===== config.mk =====
export PLATFORM = sky130hd
export DESIGN_NAME = rcse_curve
export DESIGN_NICKNAME = d
export VERILOG_FILES = /design/src/sv/rcse_pkg.sv /design/src/sv/rcse_curve.sv
export SDC_FILE = /design/constraint.sdc
export NUM_CORES = 2
export LEC_CHECK = 0
export BUFFER_PORTS_ARGS = -buffer_cell sky130_fd_sc_hd__buf_2
export CAP_MARGIN = 10
export CORE_MARGIN = 3
export CORE_UTILIZATION = 45
export DETAILED_ROUTE_END_ITERATION = 8
export PLACE_DENSITY = 0.72
export SYNTH_ARGS = -nofsm -noshare
export SYNTH_HDL_FRONTEND = slang
export SYNTH_SLANG_ARGS = --single-unit

===== constraint.sdc =====
create_clock -name i_clk -period 9.2 [get_ports i_clk]
set_input_delay 0 -clock i_clk [delete_from_list [all_inputs] [get_ports i_clk]]
set_output_delay 0 -clock i_clk [all_outputs]
set_load 0.02 [all_outputs]

===== src/sv/rcse_pkg.sv =====
// ----------------------------------------------------------------------------
// rcse_pkg
// Shared constants, types and rounding helpers for the RC stick scale and
// expo core: formats, register indexes, curve modes and pipeline depths.
// ----------------------------------------------------------------------------
`default_nettype none

package rcse_pkg;

    // Command format: signed Q2.14
    localparam int FRAC_BITS = 14;
    localparam int ONE_I     = 1 << FRAC_BITS;
    localparam int CMD_W     = 16;

    // Register and field widths
    localparam int PULSE_W   = 12;
    localparam int DB_W      = 15;
    localparam int MODE_W    = 2;
    localparam int EXPO_W    = 21;
    localparam int CFG_W     = 21;
    localparam int CFG_IDX_W = 3;

    // Register reset values
    localparam logic [PULSE_W-1:0] RST_MIN_PULSE = PULSE_W'(1000);
    localparam logic [PULSE_W-1:0] RST_MID_PULSE = PULSE_W'(1500);
    localparam logic [PULSE_W-1:0] RST_MAX_PULSE = PULSE_W'(2000);

    // Register indexes
    typedef enum logic [CFG_IDX_W-1:0] {
        REG_MIN_PULSE  = 3'd0,
        REG_MID_PULSE  = 3'd1,
        REG_MAX_PULSE  = 3'd2,
        REG_DEAD_BAND  = 3'd3,
        REG_CURVE_MODE = 3'd4,
        REG_EXPO       = 3'd5
    } t_reg_idx;

    // Curve selection; the last code behaves as no curve
    typedef enum logic [MODE_W-1:0] {
        CURVE_NONE     = 2'd0,
        CURVE_PCT_EXPO = 2'd1,
        CURVE_CUBIC    = 2'd2,
        CURVE_NONE_ALT = 2'd3
    } t_curve_mode;

    // Range divider: quotient bits kept before saturation, steps per stage
    localparam int Q_BITS     = 18;
    localparam int DIV_STEPS  = 3;
    localparam int DIV_STAGES = Q_BITS / DIV_STEPS;
    localparam int NUM_W      = PULSE_W + FRAC_BITS + 1;
    localparam int HI_W       = NUM_W - Q_BITS;
    localparam int RNG_W      = Q_BITS + 2;

    // Percent divide: x/(100*ONE) as a shift, then a reciprocal multiply
    localparam int PCT_DIV   = 100;
    localparam int PCT_HALF  = (PCT_DIV * ONE_I) / 2;
    localparam int RECIP_SH  = 29;
    localparam int RECIP     = ((1 << RECIP_SH) + PCT_DIV - 1) / PCT_DIV;
    localparam int RECIP_W   = 23;

    // Pipeline depths: prep, divider seed, divider stages, post; then curve
    localparam int MAP_STAGES   = DIV_STAGES + 3;
    localparam int CURVE_STAGES = 8;
    localparam int LATENCY      = MAP_STAGES + CURVE_STAGES;

    // Wide working width for the rounding helpers
    localparam int WIDE_W = 48;
    localparam logic signed [WIDE_W-1:0] ONE_W     = WIDE_W'(ONE_I);
    localparam logic signed [WIDE_W-1:0] NEG_ONE_W = -WIDE_W'(ONE_I);

    // Configuration registers as one bundle
    typedef struct packed {
        logic [PULSE_W-1:0] min_pulse;
        logic [PULSE_W-1:0] mid_pulse;
        logic [PULSE_W-1:0] max_pulse;
        logic [DB_W-1:0]    dead_band;
        t_curve_mode        curve_mode;
        logic [EXPO_W-1:0]  expo;
    } t_cfg;

    // One beat in flight through the range divider
    typedef struct packed {
        logic [PULSE_W-1:0] rem;
        logic [Q_BITS-1:0]  low;
        logic [Q_BITS-1:0]  quo;
        logic [PULSE_W-1:0] den;
        logic               neg_q;
        logic               lower_half;
        logic               zero_span;
        logic               ovf;
    } t_div_beat;

    // Command beat from the mapper to the curve pipeline
    typedef struct packed {
        logic                    vld;
        logic signed [CMD_W-1:0] cmd;
    } t_cmd_beat;

    // Result beat at the end of the curve pipeline
    typedef struct packed {
        logic                    vld;
        logic signed [CMD_W-1:0] true_cmd;
        logic signed [CMD_W-1:0] curved_cmd;
    } t_res_beat;

    // Divide by ONE, rounding to nearest with ties away from zero
    function automatic logic signed [WIDE_W-1:0] rnd_frac(input logic signed [WIDE_W-1:0] v);
        logic [WIDE_W-1:0] mag;
        logic [WIDE_W-1:0] q;
        mag = v[WIDE_W-1] ? WIDE_W'(-v) : WIDE_W'(v);
        q   = (mag + WIDE_W'(ONE_I / 2)) >> FRAC_BITS;
        return v[WIDE_W-1] ? -$signed(q) : $signed(q);
    endfunction

    // Saturate to plus or minus ONE
    function automatic logic signed [CMD_W-1:0] clamp_one(input logic signed [WIDE_W-1:0] v);
        logic signed [CMD_W-1:0] r;
        if (v > ONE_W) begin
            r = CMD_W'(ONE_I);
        end else if (v < NEG_ONE_W) begin
            r = -CMD_W'(ONE_I);
        end else begin
            r = v[CMD_W-1:0];
        end
        return r;
    endfunction

endpackage

`default_nettype wire


===== src/sv/rcse_curve.sv =====
// ----------------------------------------------------------------------------
// rcse_curve
// Eight stage curve pipeline: percent expo and blended cubic computed side
// by side, at most one multiplier layer per stage, selected at the end.
// ----------------------------------------------------------------------------
`default_nettype none

module rcse_curve
    import rcse_pkg::*;
(
    input  wire logic              i_clk,
    input  wire logic              i_rst_n,
    input  wire t_cmd_beat         i_beat,
    input  wire t_curve_mode       i_curve_mode,
    input  wire logic [EXPO_W-1:0] i_expo,
    output t_res_beat              o_beat
);

    localparam int SQ_W   = 2 * FRAC_BITS + 1;
    localparam int MAG_W  = FRAC_BITS + 1;
    localparam int P1_W   = EXPO_W + MAG_W;
    localparam int P2_W   = 2 * FRAC_BITS + 2;
    localparam int A_W    = P1_W - FRAC_BITS;
    localparam int DIFF_W = CMD_W + 1;
    localparam int QM_W   = A_W + RECIP_W;
    localparam int P3_W   = EXPO_W + DIFF_W + 1;
    localparam int Q100_W = QM_W - RECIP_SH;
    localparam int F_W    = CMD_W + 1;
    localparam logic [SQ_W-1:0] ONE_SQ = SQ_W'(1 << (2 * FRAC_BITS));
    localparam logic [SQ_W-1:0] HALF   = SQ_W'(ONE_I / 2);

    // Valid and command travel alongside the arithmetic
    logic [CURVE_STAGES-1:0]  r_vld;
    logic signed [CMD_W-1:0]  r_x [CURVE_STAGES];

    always_ff @(posedge i_clk) begin
        if (!i_rst_n) begin
            r_vld <= '0;
        end else begin
            r_vld <= {r_vld[CURVE_STAGES-2:0], i_beat.vld};
        end
    end

    always_ff @(posedge i_clk) begin
        r_x[0] <= i_beat.cmd;
        for (int k = 1; k < CURVE_STAGES; k++) begin
            r_x[k] <= r_x[k-1];
        end
    end

    // Stage 1: square
    logic signed [2*CMD_W-1:0] w_sq;
    logic [SQ_W-1:0]           r1_sq;
    assign w_sq = i_beat.cmd * i_beat.cmd;
    always_ff @(posedge i_clk) begin
        r1_sq <= w_sq[SQ_W-1:0];
    end

    // Stage 2: x*x - 1 (as magnitude) and x*x, both rounded to Q14
    logic [MAG_W-1:0] r2_dmag;
    logic [MAG_W-1:0] r2_x2;
    logic [SQ_W-1:0]  w_dsum;
    logic [SQ_W-1:0]  w_ssum;
    assign w_dsum = (ONE_SQ - r1_sq) + HALF;
    assign w_ssum = r1_sq + HALF;
    always_ff @(posedge i_clk) begin
        r2_dmag <= w_dsum[SQ_W-1:FRAC_BITS];
        r2_x2   <= w_ssum[SQ_W-1:FRAC_BITS];
    end

    // Stage 3: expo times the magnitude, x2 times x
    logic [P1_W-1:0]              w_p1;
    logic signed [CMD_W+MAG_W:0]  w_p2;
    logic [P1_W-1:0]              r3_p1;
    logic signed [P2_W-1:0]       r3_p2;
    assign w_p1 = i_expo * r2_dmag;
    assign w_p2 = $signed({1'b0, r2_x2}) * r_x[1];
    always_ff @(posedge i_clk) begin
        r3_p1 <= w_p1;
        r3_p2 <= w_p2[P2_W-1:0];
    end

    // Stage 4: divide the expo product by ONE with rounding; cube minus x
    logic [P1_W-1:0]            w_asum;
    logic signed [WIDE_W-1:0]   w_x3;
    logic [A_W-1:0]             r4_a;
    logic signed [DIFF_W-1:0]   r4_diff;
    assign w_asum = r3_p1 + P1_W'(PCT_HALF);
    assign w_x3   = rnd_frac(WIDE_W'(r3_p2));
    always_ff @(posedge i_clk) begin
        r4_a    <= w_asum[P1_W-1:FRAC_BITS];
        r4_diff <= DIFF_W'(w_x3) - DIFF_W'(r_x[2]);
    end

    // Stage 5: reciprocal multiply for the percent; expo times (x3 - x)
    logic [QM_W-1:0]          w_qm;
    logic signed [P3_W-1:0]   w_p3;
    logic [QM_W-1:0]          r5_qm;
    logic signed [P3_W-1:0]   r5_p3;
    assign w_qm = r4_a * RECIP_W'(RECIP);
    assign w_p3 = $signed({1'b0, i_expo}) * r4_diff;
    always_ff @(posedge i_clk) begin
        r5_qm <= w_qm;
        r5_p3 <= w_p3;
    end

    // Stage 6: expo factor; cubic blend finished and saturated
    logic [Q100_W-1:0]        w_q100;
    logic signed [F_W-1:0]    r6_f;
    logic signed [CMD_W-1:0]  r6_y2;
    assign w_q100 = r5_qm[QM_W-1:RECIP_SH];
    always_ff @(posedge i_clk) begin
        r6_f  <= $signed(F_W'(ONE_I)) - $signed({1'b0, w_q100});
        r6_y2 <= clamp_one(WIDE_W'(r_x[4]) + rnd_frac(WIDE_W'(r5_p3)));
    end

    // Stage 7: factor times x
    logic signed [F_W+CMD_W-1:0] w_p4;
    logic signed [P2_W-1:0]      r7_p4;
    logic signed [CMD_W-1:0]     r7_y2;
    assign w_p4 = r6_f * r_x[5];
    always_ff @(posedge i_clk) begin
        r7_p4 <= w_p4[P2_W-1:0];
        r7_y2 <= r6_y2;
    end

    // Stage 8: round and saturate the expo result, pick by mode
    logic signed [CMD_W-1:0] n_y;
    logic signed [CMD_W-1:0] r8_y;
    always_comb begin
        case (i_curve_mode)
            CURVE_PCT_EXPO: n_y = clamp_one(rnd_frac(WIDE_W'(r7_p4)));
            CURVE_CUBIC:    n_y = r7_y2;
            default:        n_y = r_x[6];
        endcase
    end
    always_ff @(posedge i_clk) begin
        r8_y <= n_y;
    end

    assign o_beat.vld        = r_vld[CURVE_STAGES-1];
    assign o_beat.true_cmd   = r_x[CURVE_STAGES-1];
    assign o_beat.curved_cmd = r8_y;

endmodule

`default_nettype wire


==> summary by stage <==
Setup path
The cell with the most instances on the worst path is sky130_fd_sc_hd__and2_1. The worst-path cell with the longest stage delay is sky130_fd_sc_hd__or4_1. Data arrives at the worst endpoint at 8960 ps. The maximum single-stage delay on the critical path is 660 ps. For the worst flop-to-flop path, the logic depth is 31.

The worst setup path is captured at a flop. The kind of critical path is reg -> reg. Along the worst path, the maximum fanout reaches 14. Data on the critical path is required at its endpoint by 9770 ps. The worst setup path is launched from a flop.

Final layout
The filler cells instantiated in the layout total approximately 15000. The fraction of layout instances using a drive strength above 1 is 0.0356. For this run, the post-layout net count is 10095. From synthesis to final layout, the design area changed by 5.33%. The non-filler instance count after layout is 10096.

The final design instance area without fill is 77900 µm².

Yosys
The cell type with the highest aggregate area in the netlist is sky130_fd_sc_hd__fa_1. Of the post-synthesis cell area, the dominant cell type holds 0.368. The count of warnings emitted by yosys is 0. The async set or reset register ratio after synthesis is 0.

The count of state elements after synthesis is 434. The total standard cell area after synthesis is approximately 74000 µm². Yosys mapped the design onto between 100 and 150 distinct sky130hd cell types. The most used flip-flop cell after synthesis is sky130_fd_sc_hd__dfxtp_1.

In the synthesized netlist, the number of instances is 8023. The most common cell in the synthesized netlist is sky130_fd_sc_hd__inv_1. Ranked by total cell area, the synthesized netlist is headed by sky130_fd_sc_hd__fa_1, sky130_fd_sc_hd__ha_1, sky130_fd_sc_hd__dfxtp_1. After synthesis, the most frequently instantiated cells are sky130_fd_sc_hd__inv_1, sky130_fd_sc_hd__fa_1, sky130_fd_sc_hd__nand2_1, sky130_fd_sc_hd__ha_1, sky130_fd_sc_hd__and2_1. The average instance in the mapped netlist occupies 9.22 µm². The net count after synthesis is 10235. The fraction of the yosys area taken by sequential cells is 0.117. The number of enable flip-flop cells after synthesis is 0.

Detailed routing
The detailed-routed wire length on met2 is 85.5 mm. After detailed routing, the average wire length per cell comes to about 17 µm. In the detailed route, the total length drawn on met3 is 9.89 mm.

The count of nets left with antenna violations once routing finished came out at 0. The post-detailed-route via-to-cell ratio is between 5 and 6. The remaining design rule violation count is 0. The detailed router's first-iteration violation count is about 3400. For this block, the routed nets add up to 174 mm of wire.

In the final routing, the length of wire on met1 measures 73.5 mm. The first TritonRoute pass finished after 6 iterations. The highest signal layer in the routed design is met5. The final route contains around 53000 vias.

Floorplan
The initialized floorplan defines 148 standard-cell rows. The core outline area is 163000 µm². The floorplan step defined a die boundary enclosing 169000 µm². The starting density of the core is 0.454. The I/O pin count is 75.

The die span in x is 411 µm. From bottom edge to top edge, the die measures between 400 and 500 µm.

Place
The port buffer count is 74. The half-perimeter wire length after detailed placement is around 140 mm. The placed cell area is 76100 µm². The weighted congestion at the end of routability-driven global placement is 0.907. The number of instances in the placed design is 9987. Prior to clock tree synthesis, the placed netlist has a worst setup slack of 413 ps.

STA
Setup repair after global routing left no endpoint under its margin. The final period utilization is 0.911. The setup TNS after final layout is 0 ps.

The hold violation total from the final report was 0. The worst relative slew slack is 0.275. The number of slew-limit violations in the final report is 0. The final worst setup slack is 816 ps. After layout, the minimum clock period comes to 8380 ps. The post-route clock skew is 34.9 ps. Setup violations remaining at the end of the flow were counted as 0. For the pin with the worst max-slew slack, the measured transition is 1090 ps. Static timing analysis puts the maximum clock frequency at roughly 120 MHz.

CTS
For the worst-skew pair, the clock arrives at the later sink with an insertion delay of 630 ps. Counting the buffers created by CTS gives 47. The clock passes through at most 3 buffers. In this run the number of H-tree levels came out at 2. The clock root buffer master is sky130_fd_sc_hd__clkbuf_16. The total clock sinks is roughly 430. TritonCTS built the clock tree. After clock tree synthesis, the clock-pin slew on the worst setup and hold paths is 60 ps.

Global routing
The first global-routing pass estimated 293 mm of wire. In the global route stage, overall resource usage came out at 0.211. The total overflow left after global routing is 0. Entering global routing, the biggest net connects 59 pins. The initial antenna violation count came to 2. The via count of the first global-routing pass came to 57323.

Min path
The depth of the worst hold-timing path is 4. The type of the worst min-delay path is in -> reg.

Job
The tool flagged a number of max-cap violations equal to 0.

Status
The run finished with clean final reports.
final cells by class:
cell class / count / area, µm² / area share
antenna: 1 / 2.50 / 0.0000321
clock buffer: 59 / 1250 / 0.0161
clock inverter: 27 / 318 / 0.00408
inverter: 1567 / 5880 / 0.0755
multi-input combinational: 5696 / 58100 / 0.746
sequential: 434 / 8690 / 0.112
tap: 2175 / 2720 / 0.0349
timing repair buffer: 137 / 898 / 0.0115
through the flow:
step / utilization / hold WS (ps)
floorplan: - / 27.7
global placement: 0.467 / 212
detailed placement: 0.467 / 213
CTS: 0.478 / 103
global route: 0.478 / 160
finish: 0.478 / 142
layer usage:
layer	vias to the layer above	track usage
li1	24605	-
met1	26672	0.277
met2	1602	0.367
met3	288	0.0235
met4	2	0.0604
met5	-	0
cells in the final DEF (no fill, tap or decap), types with 85 or more instances in the layout:
cell type	n
sky130_fd_sc_hd__fa_1	1358
sky130_fd_sc_hd__nor2_1	237
sky130_fd_sc_hd__xnor2_1	297
sky130_fd_sc_hd__dfxtp_1	432
sky130_fd_sc_hd__o21ai_0	140
sky130_fd_sc_hd__nand2b_1	85
sky130_fd_sc_hd__nor3_1	87
sky130_fd_sc_hd__a21oi_1	188
sky130_fd_sc_hd__xor2_1	124
sky130_fd_sc_hd__nand3_1	86
sky130_fd_sc_hd__nand2_1	949
sky130_fd_sc_hd__and2_1	562
sky130_fd_sc_hd__ha_1	812
sky130_fd_sc_hd__inv_1	1565
cell families (layout without fill, tap and decap cells):
kind of cell,after synthesis,count (layout),synth area share
AOI/OAI and AO/OA,760,760,0.0707
xor gates and xnor gates,423,423,0.0503
adders and majority gates,2170,2170,0.505
buffers and inverters,1893,1790,0.0970
DFF,434,434,0.117
muxes,23,23,0.00327
other,0,1,0
and+or+nand+nor,2320,2320,0.156
critical path, delay by kind of cell (launching register included):
family / cells / cell delay, ps
mux: 2 / 620
fa+ha+maj: 2 / 690
buf+inv: 1 / 220
simple gates: 17 / 4690
compound gates: 6 / 1250
flops: 1 / 330
xor+xnor: 3 / 500
worst paths after layout:
check	from	to	slack [ps]
max	r5_p3[12]	r6_y2[5]	820
min	i_curve_mode[1]	r8_y[1]	140
max reg2reg	r5_p3[12]	r6_y2[5]	820
min reg2reg	r_x[0][62]	r_x[1][14]	320
state kept, by name, summed over array words and instances (netlist names), 22 cells and up:
signal,cells
r_x,128
r5_p3,39
r4_a,22
r3_p1,22
r1_sq,27
r7_p4,30
r3_p2,30
repair_timing:
action | 4_1_cts | 5_1_grt
hold buffers | 22 | 0
hold endpoints to repair | 27 | 0
setup endpoints to repair | 0 | 15
gates resized for setup | 0 | 6
setup buffers | 0 | 0
Power is left out: the tool's default activity adds up to more than one toggle a clock period on the data nets, which glitch-free logic cannot reach.
