File: src/sv/rcse_pkg.sv
// ----------------------------------------------------------------------------
// rcse_pkg
// Shared constants, types and rounding helpers for the RC stick scale and
// expo core: formats, register indexes, curve modes and pipeline depths.
// ----------------------------------------------------------------------------
`default_nettype none

package rcse_pkg;

    // Command format: signed Q2.14
    localparam int FRAC_BITS = 14;
    localparam int ONE_I     = 1 << FRAC_BITS;
    localparam int CMD_W     = 16;

    // Register and field widths
    localparam int PULSE_W   = 12;
    localparam int DB_W      = 15;
    localparam int MODE_W    = 2;
    localparam int EXPO_W    = 21;
    localparam int CFG_W     = 21;
    localparam int CFG_IDX_W = 3;

    // Register reset values
    localparam logic [PULSE_W-1:0] RST_MIN_PULSE = PULSE_W'(1000);
    localparam logic [PULSE_W-1:0] RST_MID_PULSE = PULSE_W'(1500);
    localparam logic [PULSE_W-1:0] RST_MAX_PULSE = PULSE_W'(2000);

    // Register indexes
    typedef enum logic [CFG_IDX_W-1:0] {
        REG_MIN_PULSE  = 3'd0,
        REG_MID_PULSE  = 3'd1,
        REG_MAX_PULSE  = 3'd2,
        REG_DEAD_BAND  = 3'd3,
        REG_CURVE_MODE = 3'd4,
        REG_EXPO       = 3'd5
    } t_reg_idx;

    // Curve selection; the last code behaves as no curve
    typedef enum logic [MODE_W-1:0] {
        CURVE_NONE     = 2'd0,
        CURVE_PCT_EXPO = 2'd1,
        CURVE_CUBIC    = 2'd2,
        CURVE_NONE_ALT = 2'd3
    } t_curve_mode;

    // Range divider: quotient bits kept before saturation, steps per stage
    localparam int Q_BITS     = 18;
    localparam int DIV_STEPS  = 3;
    localparam int DIV_STAGES = Q_BITS / DIV_STEPS;
    localparam int NUM_W      = PULSE_W + FRAC_BITS + 1;
    localparam int HI_W       = NUM_W - Q_BITS;
    localparam int RNG_W      = Q_BITS + 2;

    // Percent divide: x/(100*ONE) as a shift, then a reciprocal multiply
    localparam int PCT_DIV   = 100;
    localparam int PCT_HALF  = (PCT_DIV * ONE_I) / 2;
    localparam int RECIP_SH  = 29;
    localparam int RECIP     = ((1 << RECIP_SH) + PCT_DIV - 1) / PCT_DIV;
    localparam int RECIP_W   = 23;

    // Pipeline depths: prep, divider seed, divider stages, post; then curve
    localparam int MAP_STAGES   = DIV_STAGES + 3;
    localparam int CURVE_STAGES = 8;
    localparam int LATENCY      = MAP_STAGES + CURVE_STAGES;

    // Wide working width for the rounding helpers
    localparam int WIDE_W = 48;
    localparam logic signed [WIDE_W-1:0] ONE_W     = WIDE_W'(ONE_I);
    localparam logic signed [WIDE_W-1:0] NEG_ONE_W = -WIDE_W'(ONE_I);

    // Configuration registers as one bundle
    typedef struct packed {
        logic [PULSE_W-1:0] min_pulse;
        logic [PULSE_W-1:0] mid_pulse;
        logic [PULSE_W-1:0] max_pulse;
        logic [DB_W-1:0]    dead_band;
        t_curve_mode        curve_mode;
        logic [EXPO_W-1:0]  expo;
    } t_cfg;

    // One beat in flight through the range divider
    typedef struct packed {
        logic [PULSE_W-1:0] rem;
        logic [Q_BITS-1:0]  low;
        logic [Q_BITS-1:0]  quo;
        logic [PULSE_W-1:0] den;
        logic               neg_q;
        logic               lower_half;
        logic               zero_span;
        logic               ovf;
    } t_div_beat;

    // Command beat from the mapper to the curve pipeline
    typedef struct packed {
        logic                    vld;
        logic signed [CMD_W-1:0] cmd;
    } t_cmd_beat;

    // Result beat at the end of the curve pipeline
    typedef struct packed {
        logic                    vld;
        logic signed [CMD_W-1:0] true_cmd;
        logic signed [CMD_W-1:0] curved_cmd;
    } t_res_beat;

    // Divide by ONE, rounding to nearest with ties away from zero
    function automatic logic signed [WIDE_W-1:0] rnd_frac(input logic signed [WIDE_W-1:0] v);
        logic [WIDE_W-1:0] mag;
        logic [WIDE_W-1:0] q;
        mag = v[WIDE_W-1] ? WIDE_W'(-v) : WIDE_W'(v);
        q   = (mag + WIDE_W'(ONE_I / 2)) >> FRAC_BITS;
        return v[WIDE_W-1] ? -$signed(q) : $signed(q);
    endfunction

    // Saturate to plus or minus ONE
    function automatic logic signed [CMD_W-1:0] clamp_one(input logic signed [WIDE_W-1:0] v);
        logic signed [CMD_W-1:0] r;
        if (v > ONE_W) begin
            r = CMD_W'(ONE_I);
        end else if (v < NEG_ONE_W) begin
            r = -CMD_W'(ONE_I);
        end else begin
            r = v[CMD_W-1:0];
        end
        return r;
    endfunction

endpackage

`default_nettype wire

File: src/sv/rcse_div_stage.sv
// ----------------------------------------------------------------------------
// rcse_div_stage
// One registered stage of the restoring range divider; retires DIV_STEPS
// quotient bits per beat.
// ----------------------------------------------------------------------------
`default_nettype none

module rcse_div_stage
    import rcse_pkg::*;
(
    input  wire logic      i_clk,
    input  wire logic      i_rst_n,
    input  wire logic      i_vld,
    input  wire t_div_beat i_beat,
    output logic           o_vld,
    output t_div_beat      o_beat
);

    t_div_beat n_beat;
    t_div_beat r_beat;
    logic      r_vld;

    // Shift in one dividend bit per step, subtract where the divisor fits
    always_comb begin
        logic [PULSE_W:0] rem_sh;
        n_beat = i_beat;
        for (int k = 0; k < DIV_STEPS; k++) begin
            rem_sh     = {n_beat.rem, n_beat.low[Q_BITS-1]};
            n_beat.low = {n_beat.low[Q_BITS-2:0], 1'b0};
            if (rem_sh >= {1'b0, n_beat.den}) begin
                n_beat.rem = PULSE_W'(rem_sh - {1'b0, n_beat.den});
                n_beat.quo = {n_beat.quo[Q_BITS-2:0], 1'b1};
            end else begin
                n_beat.rem = rem_sh[PULSE_W-1:0];
                n_beat.quo = {n_beat.quo[Q_BITS-2:0], 1'b0};
            end
        end
    end

    // Valid bit
    always_ff @(posedge i_clk) begin
        if (!i_rst_n) begin
            r_vld <= 1'b0;
        end else begin
            r_vld <= i_vld;
        end
    end

    // Payload
    always_ff @(posedge i_clk) begin
        r_beat <= n_beat;
    end

    assign o_vld  = r_vld;
    assign o_beat = r_beat;

endmodule

`default_nettype wire

File: src/sv/rcse_map.sv
// ----------------------------------------------------------------------------
// rcse_map
// Pulse to command mapper: picks the half range, divides by the span in a
// staged restoring divider, then applies deadband and clamp.
// ----------------------------------------------------------------------------
`default_nettype none

module rcse_map
    import rcse_pkg::*;
(
    input  wire logic               i_clk,
    input  wire logic               i_rst_n,
    input  wire logic               i_vld,
    input  wire logic [PULSE_W-1:0] i_raw_pulse,
    input  wire t_cfg               i_cfg,
    output t_cmd_beat               o_beat
);

    // ---- prep: half range selection and operand magnitudes ----
    logic                      w_lower;
    logic [PULSE_W-1:0]        w_lo;
    logic [PULSE_W-1:0]        w_hi;
    logic signed [PULSE_W:0]   w_diff;
    logic signed [PULSE_W:0]   w_span;
    logic [PULSE_W-1:0]        w_diff_mag;
    logic [PULSE_W-1:0]        w_span_mag;
    logic [NUM_W-1:0]          n_numer;

    assign w_lower    = i_raw_pulse < i_cfg.mid_pulse;
    assign w_lo       = w_lower ? i_cfg.min_pulse : i_cfg.mid_pulse;
    assign w_hi       = w_lower ? i_cfg.mid_pulse : i_cfg.max_pulse;
    assign w_diff     = $signed({1'b0, i_raw_pulse}) - $signed({1'b0, w_lo});
    assign w_span     = $signed({1'b0, w_hi}) - $signed({1'b0, w_lo});
    assign w_diff_mag = w_diff[PULSE_W] ? PULSE_W'(-w_diff) : w_diff[PULSE_W-1:0];
    assign w_span_mag = w_span[PULSE_W] ? PULSE_W'(-w_span) : w_span[PULSE_W-1:0];
    // numerator magnitude plus half the divisor gives round to nearest
    assign n_numer    = NUM_W'({w_diff_mag, {FRAC_BITS{1'b0}}}) + NUM_W'(w_span_mag >> 1);

    logic               r_p_vld;
    logic [NUM_W-1:0]   r_p_numer;
    logic [PULSE_W-1:0] r_p_den;
    logic               r_p_neg_q;
    logic               r_p_lower;
    logic               r_p_zero;

    always_ff @(posedge i_clk) begin
        if (!i_rst_n) begin
            r_p_vld <= 1'b0;
        end else begin
            r_p_vld <= i_vld;
        end
    end

    always_ff @(posedge i_clk) begin
        r_p_numer <= n_numer;
        r_p_den   <= w_span_mag;
        r_p_neg_q <= w_diff[PULSE_W] ^ w_span[PULSE_W];
        r_p_lower <= w_lower;
        r_p_zero  <= (w_span == '0);
    end

    // ---- divider seed: overflow check and first partial remainder ----
    logic [PULSE_W-1:0] w_top;
    logic               w_ovf;
    t_div_beat          n_seed;
    t_div_beat          w_beat [DIV_STAGES+1];
    logic               w_vld  [DIV_STAGES+1];
    logic               r_s_vld;
    t_div_beat          r_s_beat;

    assign w_top = {{(PULSE_W-HI_W){1'b0}}, r_p_numer[NUM_W-1:Q_BITS]};
    assign w_ovf = w_top >= r_p_den;

    always_comb begin
        n_seed.rem        = w_ovf ? '0 : w_top;
        n_seed.low        = r_p_numer[Q_BITS-1:0];
        n_seed.quo        = '0;
        n_seed.den        = r_p_den;
        n_seed.neg_q      = r_p_neg_q;
        n_seed.lower_half = r_p_lower;
        n_seed.zero_span  = r_p_zero;
        n_seed.ovf        = w_ovf;
    end

    always_ff @(posedge i_clk) begin
        if (!i_rst_n) begin
            r_s_vld <= 1'b0;
        end else begin
            r_s_vld <= r_p_vld;
        end
    end

    always_ff @(posedge i_clk) begin
        r_s_beat <= n_seed;
    end

    assign w_vld[0]  = r_s_vld;
    assign w_beat[0] = r_s_beat;

    // ---- divider stages ----
    for (genvar g = 0; g < DIV_STAGES; g++) begin : g_div
        rcse_div_stage u_stage (
            .i_clk   (i_clk),
            .i_rst_n (i_rst_n),
            .i_vld   (w_vld[g]),
            .i_beat  (w_beat[g]),
            .o_vld   (w_vld[g+1]),
            .o_beat  (w_beat[g+1])
        );
    end

    // ---- post: sign, half range offset, deadband, clamp ----
    t_div_beat                w_last;
    logic [Q_BITS-1:0]        w_q_sat;
    logic signed [RNG_W-1:0]  w_q_sgn;
    logic signed [RNG_W-1:0]  w_ranged;
    logic [RNG_W-1:0]         w_mag;
    logic signed [CMD_W-1:0]  n_cmd;
    logic                     r_o_vld;
    logic signed [CMD_W-1:0]  r_o_cmd;

    assign w_last   = w_beat[DIV_STAGES];
    assign w_q_sat  = w_last.ovf ? '1 : w_last.quo;
    assign w_q_sgn  = w_last.neg_q ? -$signed({2'b00, w_q_sat}) : $signed({2'b00, w_q_sat});
    assign w_ranged = w_last.zero_span ? '0 :
                      (w_q_sgn - (w_last.lower_half ? RNG_W'(ONE_I) : '0));
    assign w_mag    = w_ranged[RNG_W-1] ? RNG_W'(-w_ranged) : RNG_W'(w_ranged);
    assign n_cmd    = (w_mag > RNG_W'(i_cfg.dead_band)) ? clamp_one(WIDE_W'(w_ranged)) : '0;

    always_ff @(posedge i_clk) begin
        if (!i_rst_n) begin
            r_o_vld <= 1'b0;
        end else begin
            r_o_vld <= w_vld[DIV_STAGES];
        end
    end

    always_ff @(posedge i_clk) begin
        r_o_cmd <= n_cmd;
    end

    assign o_beat.vld = r_o_vld;
    assign o_beat.cmd = r_o_cmd;

endmodule

`default_nettype wire

File: config.mk
export PLATFORM = sky130hd
export DESIGN_NAME = rcse_map
export DESIGN_NICKNAME = d
export VERILOG_FILES = /design/src/sv/rcse_pkg.sv /design/src/sv/rcse_div_stage.sv /design/src/sv/rcse_map.sv
export SDC_FILE = /design/constraint.sdc
export NUM_CORES = 1
export LEC_CHECK = 0
export ABC_AREA = 1
export ABC_CLOCK_PERIOD_IN_PS = 5900
export BUFFER_PORTS_ARGS = -buffer_cell sky130_fd_sc_hd__buf_2
export CORE_ASPECT_RATIO = 0.5
export CORE_MARGIN = 4
export CORE_UTILIZATION = 55
export CTS_CLUSTER_DIAMETER = 40
export DETAILED_ROUTE_END_ITERATION = 6
export PLACE_DENSITY = 0.77
export SYNTH_ARGS = -nofsm -noshare
export SYNTH_HDL_FRONTEND = slang
export SYNTH_HIERARCHICAL = 1
export SYNTH_SLANG_ARGS = --single-unit
File: constraint.sdc
create_clock -name i_clk -period 5.9 [get_ports i_clk]
set_input_delay 0.295 -clock i_clk [delete_from_list [all_inputs] [get_ports i_clk]]
set_output_delay 0.295 -clock i_clk [all_outputs]
set_load 0.02 [all_outputs]
==> results of run 1 <==
==> registers in the layout, indices dropped and copies added, names as in the netlist <==
name	flops
r_p_numer	13
r_o_vld	1
r_s_vld	1
r_p_den	11
r_o_cmd	16
r_p_zero	1
r_p_lower	1
r_p_vld	1
g_div.u_stage/o_beat	252
g_div.u_stage/o_vld	6
r_s_beat	28
r_p_neg_q	1
==> final cells by class <==
class | instances | area, µm² | share of cell area, %
inverters | 537 | 2016 | 7.164
flip-flops and latches | 332 | 6646 | 23.62
multi-input cells | 2692 | 16670 | 59.27
clock inverters | 20 | 220.2 | 0.7827
clock buffers | 45 | 1006 | 3.575
repair buffers | 132 | 788.3 | 2.802
well taps | 627 | 784.5 | 2.788
==> metrics by stage <==
| step | hold WS, ns | instance area, µm² | setup WS [ns] | cells |
|---|---|---|---|---|
| after floorplan | 0.3096 | 25840 | 1.308 | 3621 |
| after global placement | 0.3102 | 26670 | 0.3682 | 4299 |
| after detailed placement | 0.3121 | 26670 | 0.3199 | 4299 |
| after CTS | 0.03687 | 27910 | 0.3111 | 4365 |
| after global routing | 0.05448 | 28140 | 0.008947 | 4385 |
| final | 0.05973 | 28140 | 0.3935 | 4385 |
==> placed cells by master, fill, tap and decap left out, drive strengths merged, types with 7 or more instances in the layout <==
cell type,n
a211oi,7
a21oi,201
a31oi,15
buf,131
clkbuf,45
clkinv,13
conb,13
dfxtp,332
fa,19
ha,280
inv,542
nand2,1065
nand3,325
nand3b,18
nand4,71
nor2,314
nor3,24
o2111ai,11
o211ai,7
o21a,10
o21ai,78
o21bai,15
xnor2,74
xor2,121
==> routing by layer <==
metal  GRT usage (%)  routed length [µm]  vias to the layer above
met3           2.821                4189                      107
met4           6.388                1416                        0
li1                -                   -                    11839
met2           42.12               29260                      645
met5               0                   0                        -
met1           31.50               28050                    10372
==> worst max-delay path: cells and delay by family, from the launching register on <==
family	cells	cell delay, ns
compound gates	7	1.36
fa+ha+maj	3	1.03
buf+inv	8	1.06
flops	1	0.49
simple gates	15	1.46
==> how the worst max path moves through the flow <==
stage / endpoint / slack, ns / cells after the start
6_report: g_div[0].u_stage/o_beat[63] / 0.39 / 33
5_1_grt: g_div[1].u_stage/o_beat[62] / 0.009 / 34
3_3_place_gp: g_div[0].u_stage/o_beat[61] / 0.37 / 32
3_5_place_dp: g_div[0].u_stage/o_beat[52] / 0.32 / 31
2_1_floorplan: g_div[3].u_stage/o_beat[60] / 1.31 / 33
4_1_cts: g_div[0].u_stage/o_beat[63] / 0.31 / 31
==> what timing repair did <==
action,in CTS,in global routing
setup buffers,0,18
setup endpoints to repair,0,62
hold endpoints to repair,1,0
resized for setup,0,16
hold buffers,1,0
==> results by group, run 1 <==
Run status
  – Status: complete, no violations

Worst setup path
  – Worst setup path class: reg -> reg
  – Reg-to-reg slack, setup: 0.39 ns
  – Cell mode on critical path: nand2_1
  – Worst stage delay on the critical path: 0.49 ns
  – Critical path required time: 6.36 ns
  – CP Launch Point: r_s_beat[13]
  – Reg-to-reg startpoint: r_s_beat[13]
  – Worst Path Max Fanout: 14
  – CP max stage cell: dfxtp_1
  – Worst Setup End Kind: register
  – Reg2Reg Capture Point: g_div[0].u_stage/o_beat[63]
  – Crit path arrival time: 5.97 ns
  – Worst R2R Path Depth: 33
  – Critical Path Source Type: register

Hold path
  – Hold_sp: i_rst_n
  – Hold Crit Depth: 3
  – Worst Hold End: r_o_vld
  – Worst min path class: in -> reg

Clock network
  – Clock slew at reported path FFs: 0.06 ns
  – TritonCTS clock tree: yes
  – Num CTS Buffers: 36
  – CTS max path bufs: 3
  – Clock root buffer: clkbuf_16
  – Clock Sinks: 332
  – Clk Latency, worst-skew pair: 0.52 ns
  – CTS HTree Levels: 2

Logic synthesis
  – Syn_area_per_cell: 7.147 µm²
  – Syn. warnings: 6
  – Mapped Area: 0.02579 mm²
  – Syn Inst Count: 3609

Timing
  – Min Tclk post-route: 5.507 ns
  – Slew HR: 35.47%
  – Worst Tran Pin Value: 0.9680 ns
  – RSZ-0062 raised after global routing: false
  – Setup TNS: 0 ns
  – Final Slew Violations: 0
  – Skew final: 0.01274 ns
  – FMAX: 181.6 MHz
  – Period utilization: 93.33%
  – Final Hold Fails: 0
  – Setup violators final: 0

Drt
  – Routed Antenna Nets: 0
  – DRC violations left: 0
  – Vias per Instance: 5.237
  – Pre-antenna DRT Iters: 6
  – Drt first-iter violations: 1786
  – DRT Wirelength: 62.92 mm
  – DR vias: 22.96k
  – Routed len/inst: 14.35 µm

GRT
  – Antenna violations before repair: 0
  – Number of global-route vias before repair: 21.45k
  – First-pass GRT wire length: 101.8 mm
  – Pin count of the biggest net entering global routing: 25
  – Gr ovfl total: 0
  – Gr usage total: 24.04%

Layout
  – Fraction of layout cells with a size suffix above 1: 12.24%
  – Util after Layout: 61.48%
  – # diodes: 0
  – Synth-to-layout area growth: 9.075%
  – FILL cells: 4096
  – Final #Nets: 4119

Placement
  – Number of port buffers: 82
  – Hpwl dp: 51.02 mm
  – Routability cong.: 0.9498

Die
  – Io pins: 106
  – Initial Utilization: 56.37%
  – Die ar.: 0.05064 mm²
  – Vert. Die Dim: 161.1 µm
  – Core area: 0.04576 mm²
  – Die width: 314.3 µm
  – Placement Rows: 55

Job
  – Max-cap violations: 0
Power of run 1 is not shown: default switching activity piles up to over one toggle a cycle in this logic, so the estimate is an artifact.
==> run 2: changes to the inputs <==
Settings changed: PLACE_DENSITY 0.77 to 0.78, SYNTH_HIERARCHICAL 1 to not set.
==> run 2 against run 1 <==
Compared with the run above:
- count of clock-buffer cells in the layout shrank 13
- via count fell by 15%
- critical path depth up 5
- non-clock buffer count grew 85
- wire length is 18% lower
- sequential share of layout area fell by 0.17 points
- area after synthesis is 18% lower
- synthesized cell count fell by 19%
- global-route usage shrank 0.41 points
==> results by group, run 2 <==
Run status
  – Status: complete, no violations

Timing
  – Slew HR: 58.59%
  – FMAX: 178.4 MHz
  – Worst Tran Pin Value: 0.6146 ns
  – Min Tclk post-route: 5.605 ns
  – Period utilization: 95.00%
  – Setup violators final: 0
  – RSZ-0062 raised after global routing: true
  – Setup TNS: 0 ns
  – Final Slew Violations: 0
  – Skew final: 0.01208 ns
  – Final Hold Fails: 0

Layout
  – # diodes: 0
  – Synth-to-layout area growth: 16.68%
  – Non-filler cells, final: 3663
  – Final #Nets: 3503
  – Commonest non-fill, non-tap cells in the layout: 664 x nand2_1, 358 x inv_1, 281 x dfxtp_1
  – Commonest non-fill, non-tap cell in the layout: nand2_1
  – Util after Layout: 65.50%
  – Number of flip-flops under the largest register name: 208
  – Fraction of layout cells with a size suffix above 1: 15.02%

Worst setup path
  – Critical path required time: 6.34 ns
  – Worst stage delay on the critical path: 0.35 ns
  – Critical Path Source Type: register
  – Worst Setup End Kind: register
  – Crit path arrival time: 6.05 ns
  – Worst setup path class: reg -> reg
  – Cell mode on critical path: nand2_1
  – Worst Path Max Fanout: 6
  – CP max stage cell: dfxtp_1

GRT
  – Number of global-route vias before repair: 18.40k
  – Antenna violations before repair: 0
  – Pin count of the biggest net entering global routing: 48
  – Met1 GRT Util: 29.87%
  – First-pass GRT wire length: 84.39 mm
  – Most Crowded Layer GR: met2
  – Met2 Use GR: 42.03%
  – Gr ovfl total: 0
  – Gr usage total: 23.63%
  – Met3 Use GR: 3.198%

Die
  – Placement Rows: 50
  – Die width: 285.0 µm
  – Die ar.: 0.04176 mm²
  – Core area: 0.03760 mm²
  – Vert. Die Dim: 146.5 µm
  – Initial Utilization: 56.13%
  – Io pins: 106

Drt
  – Drt first-iter violations: 1448
  – Routed Antenna Nets: 0
  – Routed len/inst: 14.15 µm
  – DRT Wirelength: 51.82 mm
  – Pre-antenna DRT Iters: 6
  – DR vias: 19.47k
  – DRC violations left: 0
  – Vias per Instance: 5.315

Clock network
  – Clock Sinks: 288
  – CTS max path bufs: 3
  – Num CTS Buffers: 28
  – Clock root buffer: clkbuf_16
  – TritonCTS clock tree: yes
  – Clock slew at reported path FFs: 0.07 ns
  – Clk Latency, worst-skew pair: 0.56 ns
  – CTS HTree Levels: 1

Logic synthesis
  – Mapped Area: 0.02111 mm²
  – Synth top area cells: dfxtp_1 27%, ha_1 16%, nand2_1 12%
  – Sequential area share after synthesis: 27.32%
  – Post-synth top cells: 668 x nand2_1, 371 x inv_1, 288 x dfxtp_1
  – Synth Flop Type: dfxtp_1
  – Syn Inst Count: 2920
  – FFs w/ async S/R, synth: 0%
  – #FFs+latches synth: 288
  – Distinct cell type count after synthesis: 62
  – Top-count cell post-synth: nand2_1
  – EDFF count, synth: 0
  – Syn_area_per_cell: 7.228 µm²
  – Syn. warnings: 0
  – Synthesized Nets: 3302
  – Post-synth top area cell: dfxtp_1
  – Area share of the largest cell type after synthesis: 27.32%

Placement
  – Cell count after placement: 3595
  – Routability cong.: 0.9385
  – Number of port buffers: 82
  – Hpwl dp: 40.89 mm

Job
  – Max-cap violations: 0

Hold path
  – Worst min path class: in -> reg
-- run 2: logic make-up after synthesis --
family                     after synthesis  share of synthesized area (%)
and+or+nand+nor                       1193                          24.64
AOI/OAI and AO/OA                      517                          13.69
buffers and inverters                  428                          7.980
adders and majority gates              293                          17.97
DFF                                    288                          27.32
xor gates and xnor gates               199                          8.294
muxes                                    2                         0.1008
-- run 2: repair_timing --
item                                    4_1_cts  5_1_grt
hold endpoints to repair                      5        0
pin swaps                                     0       22
endpoints found under the setup margin       25       66
gates resized for setup                       3      160
hold buffers                                  2        0
setup buffers                                 0        9
gates cloned                                  0        5
-- run 2: cell type report --
class                      instances  area, µm²
multi-input combinational       2206      14250
fill                            3100      12970
sequential                       288       5774
timing repair buffer             217       1474
inverter                         378       1429
clock buffer                      32      757.0
tap                              520      650.6
clock inverter                    20      271.5
timing repair inverter             2      15.01
-- run 2: path summary, 6_finish.rpt --
| check | cells after the start | slack [ns] | to | from |
|---|---|---|---|---|
| worst min register to register | 0 | 0.32 | g_div[3].u_stage.o_beat[26] | g_div[2].u_stage.o_beat[23] |
| worst max-delay path | 38 | 0.29 | g_div[1].u_stage.o_beat[52] | g_div[0].u_stage.o_beat[9] |
| worst min-delay path | 4 | 0.16 | r_p_numer[14] | i_raw_pulse[0] |
| worst max register to register | 38 | 0.29 | g_div[1].u_stage.o_beat[52] | g_div[0].u_stage.o_beat[9] |
-- run 2: through the flow --
stage               instance area (µm²)  hold WS [ns]  worst slack (ns)
global placement                  22860        0.3096           0.07997
floorplan                         21110        0.3096            0.1531
CTS                               23920        0.1405           0.02514
finish                            24630        0.1628            0.2949
detailed placement                22860        0.3121          -0.03154
global route                      24630        0.1636          -0.08665
-- run 2: metal layers --
| layer | up-vias | wire, µm |
|---|---|---|
| met3 | 120 | 2706 |
| li1 | 10053 | - |
| met4 | 0 | 1578 |
| met1 | 8771 | 23030 |
| met5 | - | 0 |
| met2 | 524 | 24500 |
-- run 2: worst max-delay path: cells and delay by family (launching register included) --
kind / cells / cell delay (ns)
fa+ha+maj: 3 / 0.84
buf+inv: 5 / 0.69
compound gates: 13 / 1.91
flops: 1 / 0.35
simple gates: 17 / 1.71
Power of run 2 is left out for the same reason.
